===== src/sv/cfq_pkg.sv =====
// Shared types and constants for the circular FIFO queue.
package cfq_pkg;

    localparam int CAP_W     = 4;
    localparam int WORD_W    = 32;
    localparam int STATUS_W  = 2;
    localparam int CAP_RESET = 8;

    typedef enum logic {
        OP_ENQUEUE = 1'b0,
        OP_DEQUEUE = 1'b1
    } op_t;

    typedef enum logic [STATUS_W-1:0] {
        ST_DONE  = 2'd0,
        ST_FULL  = 2'd1,
        ST_EMPTY = 2'd2
    } status_t;

    typedef struct packed {
        logic               func;
        logic signed [31:0] push_value;
    } in_item_t;

    typedef struct packed {
        logic [1:0]         status;
        logic signed [31:0] pop_value;
        logic               is_full;
        logic               is_empty;
    } out_item_t;

endpackage


===== src/sv/cfq_cell.sv =====
// One storage cell of the ring: holds a word and forwards the read chain.
module cfq_cell
    import cfq_pkg::*;
#(
    parameter int IDX = 0,
    parameter int IW  = 3
) (
    input  logic              aclk,
    input  logic              wr_en,
    input  logic [IW-1:0]     wr_idx,
    input  logic [WORD_W-1:0] wr_data,
    input  logic [IW-1:0]     rd_idx,
    input  logic [WORD_W-1:0] rd_chain_in,
    output logic [WORD_W-1:0] rd_chain_out
);

    logic [WORD_W-1:0] word_reg;
    logic              hit_wr;
    logic              hit_rd;

    assign hit_wr = wr_en && (wr_idx == IW'(IDX));
    assign hit_rd = (rd_idx == IW'(IDX));

    always_ff @(posedge aclk) begin
        if (hit_wr) begin
            word_reg <= wr_data;
        end
    end

    // pass the neighbor's word unless this cell is the one addressed
    assign rd_chain_out = hit_rd ? word_reg : rd_chain_in;

endmodule


===== src/sv/circular_fifo_queue.sv =====
// Circular FIFO queue: index control, capacity register and a row of storage cells.
// The result of an accepted request is registered in the output register and appears in the cycle after acceptance.
// Throughput: one request per cycle while m_ready is high; the output register
// frees s_ready as soon as the pending result is taken.
// The dequeued word is picked out by a read chain running through all DEPTH cells.
// Reset (aresetn low, synchronous): head and tail go to zero, the queue is empty,
// cap_reg returns to 8; the cell contents are not cleared.
module circular_fifo_queue
    import cfq_pkg::*;
#(
    parameter int DEPTH = 8
) (
    input  logic       aclk,
    input  logic       aresetn,
    input  logic       s_valid,
    output logic       s_ready,
    input  in_item_t   s_data,
    output logic       m_valid,
    input  logic       m_ready,
    output out_item_t  m_data,
    input  logic       psel,
    input  logic       penable,
    input  logic       pwrite,
    input  logic [2:0] paddr,
    input  logic [31:0] pwdata,
    output logic [31:0] prdata,
    output logic       pready
);

    localparam int IW   = (DEPTH > 1) ? $clog2(DEPTH) : 1;
    localparam int CMPW = ((IW > CAP_W) ? IW : CAP_W) + 1;

    logic [CAP_W-1:0] cap_reg;
    logic [IW-1:0]    head_reg, head_next;
    logic [IW-1:0]    tail_reg, tail_next;
    logic             empty_reg, empty_next;
    logic             out_valid_reg;
    out_item_t        out_reg, out_next;

    logic             accept;
    logic             cfg_wr;
    logic [CMPW-1:0]  cap_eff;
    logic [CMPW-1:0]  cap_m1;
    logic [IW-1:0]    tail_adv;
    logic [IW-1:0]    head_adv;
    logic             full_now;
    logic             wr_en;
    logic [IW-1:0]    wr_idx;
    logic [WORD_W-1:0] rd_word;
    logic [WORD_W-1:0] chain [DEPTH+1];

    function automatic logic [IW-1:0] advance(input logic [IW-1:0] x,
                                              input logic [CMPW-1:0] lim);
        logic [IW-1:0] r;
        if (CMPW'(x) >= lim) begin
            r = '0;
        end else begin
            r = x + IW'(1);
        end
        return r;
    endfunction

    // configuration port
    assign pready = 1'b1;
    assign cfg_wr = psel && penable && pwrite && (paddr[2] == 1'b0);
    assign prdata = (paddr[2] == 1'b0) ? {{(32-CAP_W){1'b0}}, cap_reg} : '0;

    always_ff @(posedge aclk) begin
        if (!aresetn) begin
            cap_reg <= CAP_W'(CAP_RESET);
        end else if (cfg_wr) begin
            cap_reg <= pwdata[CAP_W-1:0];
        end
    end

    // clamp capacity to 1..DEPTH
    always_comb begin
        cap_eff = CMPW'(cap_reg);
        if (cap_eff == '0) begin
            cap_eff = CMPW'(1);
        end
        if (cap_eff > CMPW'(DEPTH)) begin
            cap_eff = CMPW'(DEPTH);
        end
    end
    assign cap_m1 = cap_eff - CMPW'(1);

    assign tail_adv = advance(tail_reg, cap_m1);
    assign head_adv = advance(head_reg, cap_m1);
    assign full_now = !empty_reg && (tail_adv == head_reg);

    assign s_ready = !out_valid_reg || m_ready;
    assign accept  = s_valid && s_ready;

    // storage row
    assign chain[0] = '0;
    for (genvar i = 0; i < DEPTH; i++) begin : g_cell
        cfq_cell #(
            .IDX(i),
            .IW (IW)
        ) u_cell (
            .aclk        (aclk),
            .wr_en       (wr_en),
            .wr_idx      (wr_idx),
            .wr_data     (s_data.push_value),
            .rd_idx      (head_reg),
            .rd_chain_in (chain[i]),
            .rd_chain_out(chain[i+1])
        );
    end
    assign rd_word = chain[DEPTH];

    always_comb begin
        head_next          = head_reg;
        tail_next          = tail_reg;
        empty_next         = empty_reg;
        wr_en              = 1'b0;
        wr_idx             = tail_adv;
        out_next.status    = ST_DONE;
        out_next.pop_value = '0;
        if (accept) begin
            if (s_data.func == OP_ENQUEUE) begin
                if (full_now) begin
                    out_next.status = ST_FULL;
                end else if (empty_reg) begin
                    head_next  = '0;
                    tail_next  = '0;
                    empty_next = 1'b0;
                    wr_en      = 1'b1;
                    wr_idx     = '0;
                end else begin
                    tail_next = tail_adv;
                    wr_en     = 1'b1;
                end
            end else begin
                if (empty_reg) begin
                    out_next.status    = ST_EMPTY;
                    out_next.pop_value = '1;
                end else begin
                    out_next.pop_value = rd_word;
                    if (head_reg == tail_reg) begin
                        head_next  = '0;
                        tail_next  = '0;
                        empty_next = 1'b1;
                    end else begin
                        head_next = head_adv;
                    end
                end
            end
        end
        out_next.is_full  = !empty_next && (advance(tail_next, cap_m1) == head_next);
        out_next.is_empty = empty_next;
    end

    always_ff @(posedge aclk) begin
        if (!aresetn) begin
            head_reg      <= '0;
            tail_reg      <= '0;
            empty_reg     <= 1'b1;
            out_valid_reg <= 1'b0;
        end else begin
            head_reg  <= head_next;
            tail_reg  <= tail_next;
            empty_reg <= empty_next;
            if (accept) begin
                out_valid_reg <= 1'b1;
            end else if (m_ready) begin
                out_valid_reg <= 1'b0;
            end
        end
    end

    always_ff @(posedge aclk) begin
        if (accept) begin
            out_reg <= out_next;
        end
    end

    assign m_valid = out_valid_reg;
    assign m_data  = out_reg;

    a_empty_idx_zero: assert property (@(posedge aclk) disable iff (!aresetn)
        empty_reg |-> (head_reg == '0) && (tail_reg == '0))
        else $error("empty queue with nonzero index");

    a_full_not_empty: assert property (@(posedge aclk) disable iff (!aresetn)
        m_valid |-> !(m_data.is_full && m_data.is_empty))
        else $error("result flags full and empty together");

    a_reject_holds: assert property (@(posedge aclk) disable iff (!aresetn)
        accept && (s_data.func == OP_ENQUEUE) && full_now
        |=> $stable(head_reg) && $stable(tail_reg) && $stable(empty_reg))
        else $error("rejected enqueue moved the indices");

    a_result_on_accept: assert property (@(posedge aclk) disable iff (!aresetn)
        accept |=> m_valid)
        else $error("accepted request produced no result");

endmodule


===== config.mk =====
export PLATFORM = sky130hd
export DESIGN_NAME = circular_fifo_queue
export DESIGN_NICKNAME = d
export VERILOG_FILES = /design/src/sv/cfq_pkg.sv /design/src/sv/cfq_cell.sv /design/src/sv/circular_fifo_queue.sv
export SDC_FILE = /design/constraint.sdc
export NUM_CORES = 1
export LEC_CHECK = 0
export CORE_UTILIZATION = 35
export DETAILED_ROUTE_END_ITERATION = 10
export DONT_BUFFER_PORTS = 1
export PLACE_DENSITY = 0.59
export REMOVE_ABC_BUFFERS = 1
export SLEW_MARGIN = 20
export SYNTH_ARGS = -nofsm -noshare
export SYNTH_HDL_FRONTEND = slang
export SYNTH_HIERARCHICAL = 1
export SYNTH_SLANG_ARGS = --single-unit

===== constraint.sdc =====
create_clock -name aclk -period 8.5 [get_ports aclk]
set_input_delay 0.425 -clock aclk [delete_from_list [all_inputs] [get_ports aclk]]
set_output_delay 0.425 -clock aclk [all_outputs]
set_load 0.03 [all_outputs]

==> impl_metrics.json <==
{
  "result_of_the_run": "finished clean",
  "pleak_nw": 6.071,
  "worst_pin_slew_ns": 1.057,
  "grt_start_max_net_pins": 47,
  "crit_chain": "nor2_1 > o21bai_1 > ha_1 > xnor2_1 > ha_1 > a21oi_1 > o21a_1 > o21ai_0 > a2111oi_4 > a21boi_4 > mux2i_1 > nor2_4 > inv_1 > ha_1 > nand2b_1 > a21o_1 > a21oi_1 > or2_2 > a21oi_1 > a311oi_1 > o21ai_0 > nor4_2",
  "insertion_delay_ns": 0.51,
  "cts.root.buffer_cell": "clkbuf_16",
  "initial_antenna_violation_count": 1,
  "totalPowerFinal_mw": 3.280,
  "critPathSlowestCell": "a2111oi_4",
  "largest_reg_flops": 256,
  "cp.arrival_ns": 5.51,
  "timing.critical_path.slowest_cell_delay_ns": 0.48,
  "design.die.area_mm2": 0.04175,
  "antennaDiodeCount": 0,
  "detailed_place_hpwl_um": 15360,
  "die_height_um": 204.3,
  "final-setup-viol-count": 0,
  "end_kind": "flip-flop",
  "synth_warnings": 6,
  "critPathLaunchType": "flip-flop",
  "cts.path.max_buffers": 3,
  "clkSlewWorstSetupHoldPaths_ns": 0.06,
  "yosys_register_bits": 304,
  "grt_first_pass_wirelength_um": 44130,
  "via_count_of_the_first_global_routing_pass": 7130,
  "placer_congestion": 0.7506,
  "worstPathRequired_ns": 8.84,
  "r2r.worst_path.cells": 22,
  "fin_setup_tns_ns": 0,
  "worst_ir_drop_on_vdd_uv": 171.3,
  "finalWorstSetupSlack_ns": 3.329,
  "cp_max_fo": 12,
  "syn-cell-area_mm2": 0.01433,
  "maxClockFrequency_ghz": 0.1934,
  "grtUsageTotal_pct": 14.12,
  "hold-path-cell-count": 1,
  "final.min_clock_period_ns": 5.171,
  "min_period_over_period_pct": 60.84,
  "detailedRoute.firstPassIterationCount": 5,
  "drt_iter0_markers": 388,
  "post_synth.cell_area_avg_um2": 17.73,
  "synth_sequential_area_ratio_pct": 62.87,
  "hp-class": "primary input to flip-flop",
  "synth-main-ff-cell": "edfxtp_1",
  "core.rowCount": 73,
  "area_delta_synth_final_pct": 13.40,
  "power-per-cell-area_mw_per_mm2": 201.8,
  "number_of_routed_nets_with_antenna_violations": 0,
  "slew-limit-headroom_pct": 29.45,
  "vias": 6922,
  "timing.setup.critical_path_class": "flip-flop to flip-flop",
  "place.detailed.instances": 1343,
  "drc_markers": 0,
  "post_synth_inst_count": 808,
  "cts_tree": "yes",
  "port-buffer-count": 0,
  "fin_worst_skew_ns": 0.01048,
  "design.portCount": 146,
  "nets": 975,
  "rsz0062_at_grt": "no",
  "chipWidth_um": 204.3,
  "drv.max_cap_violation_count": 0,
  "wire_per_inst_um": 20.28,
  "tritoncts_num_sinks": 304,
  "number_of_buffers_created_by_cts": 34,
  "dp_worst_setup_slack_ns": 3.349,
  "fp.coreArea_mm2": 0.04010,
  "via_per_inst": 4.817,
  "cts_setup_buffers": 0,
  "number_of_enable_flip_flop_cells_after_synthesis": 292,
  "postSynth.asyncResetShare_pct": 0,
  "initial_utilization_pct": 35.74,
  "totalWireLength_um": 29140,
  "htree_num_levels": 2,
  "finalMaxSlewViolations": 0,
  "post_route_cells_drive_above_1_share_pct": 37.17,
  "hold_violations": 0,
  "fin_cells": 1437,
  "synth.distinct_cells": 61,
  "final_util_pct": 40.52,
  "grt-ovfl-total": 0
}
==> cell usage in the layout (no fill, tap or decap), types with 3 or more instances in the layout <==
| cell type | count |
|---|---|
| and2_1 | 7 |
| conb_1 | 61 |
| inv_1 | 5 |
| clkbuf_1 | 5 |
| buf_4 | 15 |
| mux2_1 | 8 |
| nor3b_4 | 3 |
| bufinv_16 | 3 |
| edfxtp_1 | 292 |
| mux2_2 | 128 |
| xnor2_1 | 3 |
| o21a_1 | 34 |
| nand2b_1 | 6 |
| mux2i_1 | 8 |
| ha_1 | 13 |
| dfxtp_1 | 11 |
| clkinv_2 | 4 |
| nor2b_1 | 13 |
| xor2_1 | 4 |
| mux2_4 | 120 |
| clkinv_1 | 11 |
| a21oi_1 | 5 |
| clkbuf_16 | 35 |
| nand3b_4 | 3 |
| dlygate4sd3_1 | 33 |
| nand2_1 | 16 |
| nor2_1 | 12 |
| o21ai_0 | 8 |
==> kinds of logic (layout without fill, tap and decap cells) <==
logic type	Yosys count	after routing	synth area share [%]
multiplexers	264	264	23.82
flip-flops	304	304	62.87
buffers and inverters	70	115	3.860
XOR/XNOR	7	7	0.4279
AO/OA/AOI/OAI	66	66	3.781
AND/OR/NAND/NOR	82	82	4.052
other	2	61	0.05241
adder cells (fa/ha/maj)	13	13	1.135
==> power by group <==
| part | switching [mW] | internal (mW) |
|---|---|---|
| combinational | 0.0853 | 0.0578 |
| sequential | 0.0316 | 1.67 |
| clock | 0.586 | 0.845 |
| total | 0.703 | 2.58 |
==> repair_timing <==
action,in CTS,in global routing
endpoints found under the hold margin,258,0
gates resized for setup,0,0
hold buffers,33,0
==> per-stage QoR <==
step / hold slack, ns / area, um^2
after global routing: 0.03004 / 16250
after detailed placement: 0.4967 / 14840
final: 0.03199 / 16250
after global placement: 0.4923 / 14840
after CTS: 0.01301 / 16250
after floorplan: 0.4869 / 14020
==> critical path: cells and delay by family, from the launching register on <==
kind                     cells  cell delay (ns)
adder cells (fa/ha/maj)      3             0.86
flip-flops                   1             0.42
AND/OR/NAND/NOR              5             0.79
multiplexers                 1             0.19
AO/OA/AOI/OAI               11             2.48
XOR/XNOR                     1             0.20
buffers and inverters        1             0.07
==> Yosys cell counts (all sizes together), types with 3 or more instances <==
cell,count,area (um^2)
mux2i,8,80.08
nor2,14,62.56
dfxtp,12,240.2
xor2,4,35.03
a211oi,3,35.03
edfxtp,292,8768
mux2,256,3333
ha,13,162.7
clkbuf,8,30.03
and2,7,43.79
nand2b,6,37.54
nand3b,3,60.06
a21oi,5,25.02
xnor2,3,26.28
nor3b,4,68.81
buf,56,500.5
o21a,34,255.2
nor2b,13,81.33
nand2,16,60.06
o21ai,10,53.80
nor3,4,31.28
inv,6,22.52
and4b,3,30.03
==> layer usage <==
metal  track usage [%]  share of wire, %  up-vias
met2             22.36                46      154
li1                  -                 -     3195
met1             19.51                48     3529
met3             2.997               4.7       42
met4             3.811               1.9        2
met5                 0             0.034        -
==> layout make-up <==
cell class | instances | area [um^2]
Tap cell | 525 | 656.9
Clock buffer | 40 | 894.6
Sequential cell | 304 | 9010
Clock inverter | 21 | 183.9
Fill cell | 3589 | 23850
Timing Repair Buffer | 48 | 442.9
Inverter | 6 | 22.52
Multi-Input combinational cell | 493 | 5039
==> path summary, 6_finish.rpt <==
kind	to	from	slack [ns]
hold / removal	tail_reg[1]$_SDFF_PN0_	aresetn	0.03
setup / recovery	m_data[1]$_DFFE_PP_	cap_reg[2]$_SDFFE_PN0P_	3.33
setup reg to reg	m_data[1]$_DFFE_PP_	cap_reg[2]$_SDFFE_PN0P_	3.33
hold reg to reg	cap_reg[0]$_SDFFE_PN0P_	cap_reg[0]$_SDFFE_PN0P_	0.55
(Power assumes the default switching activity.)
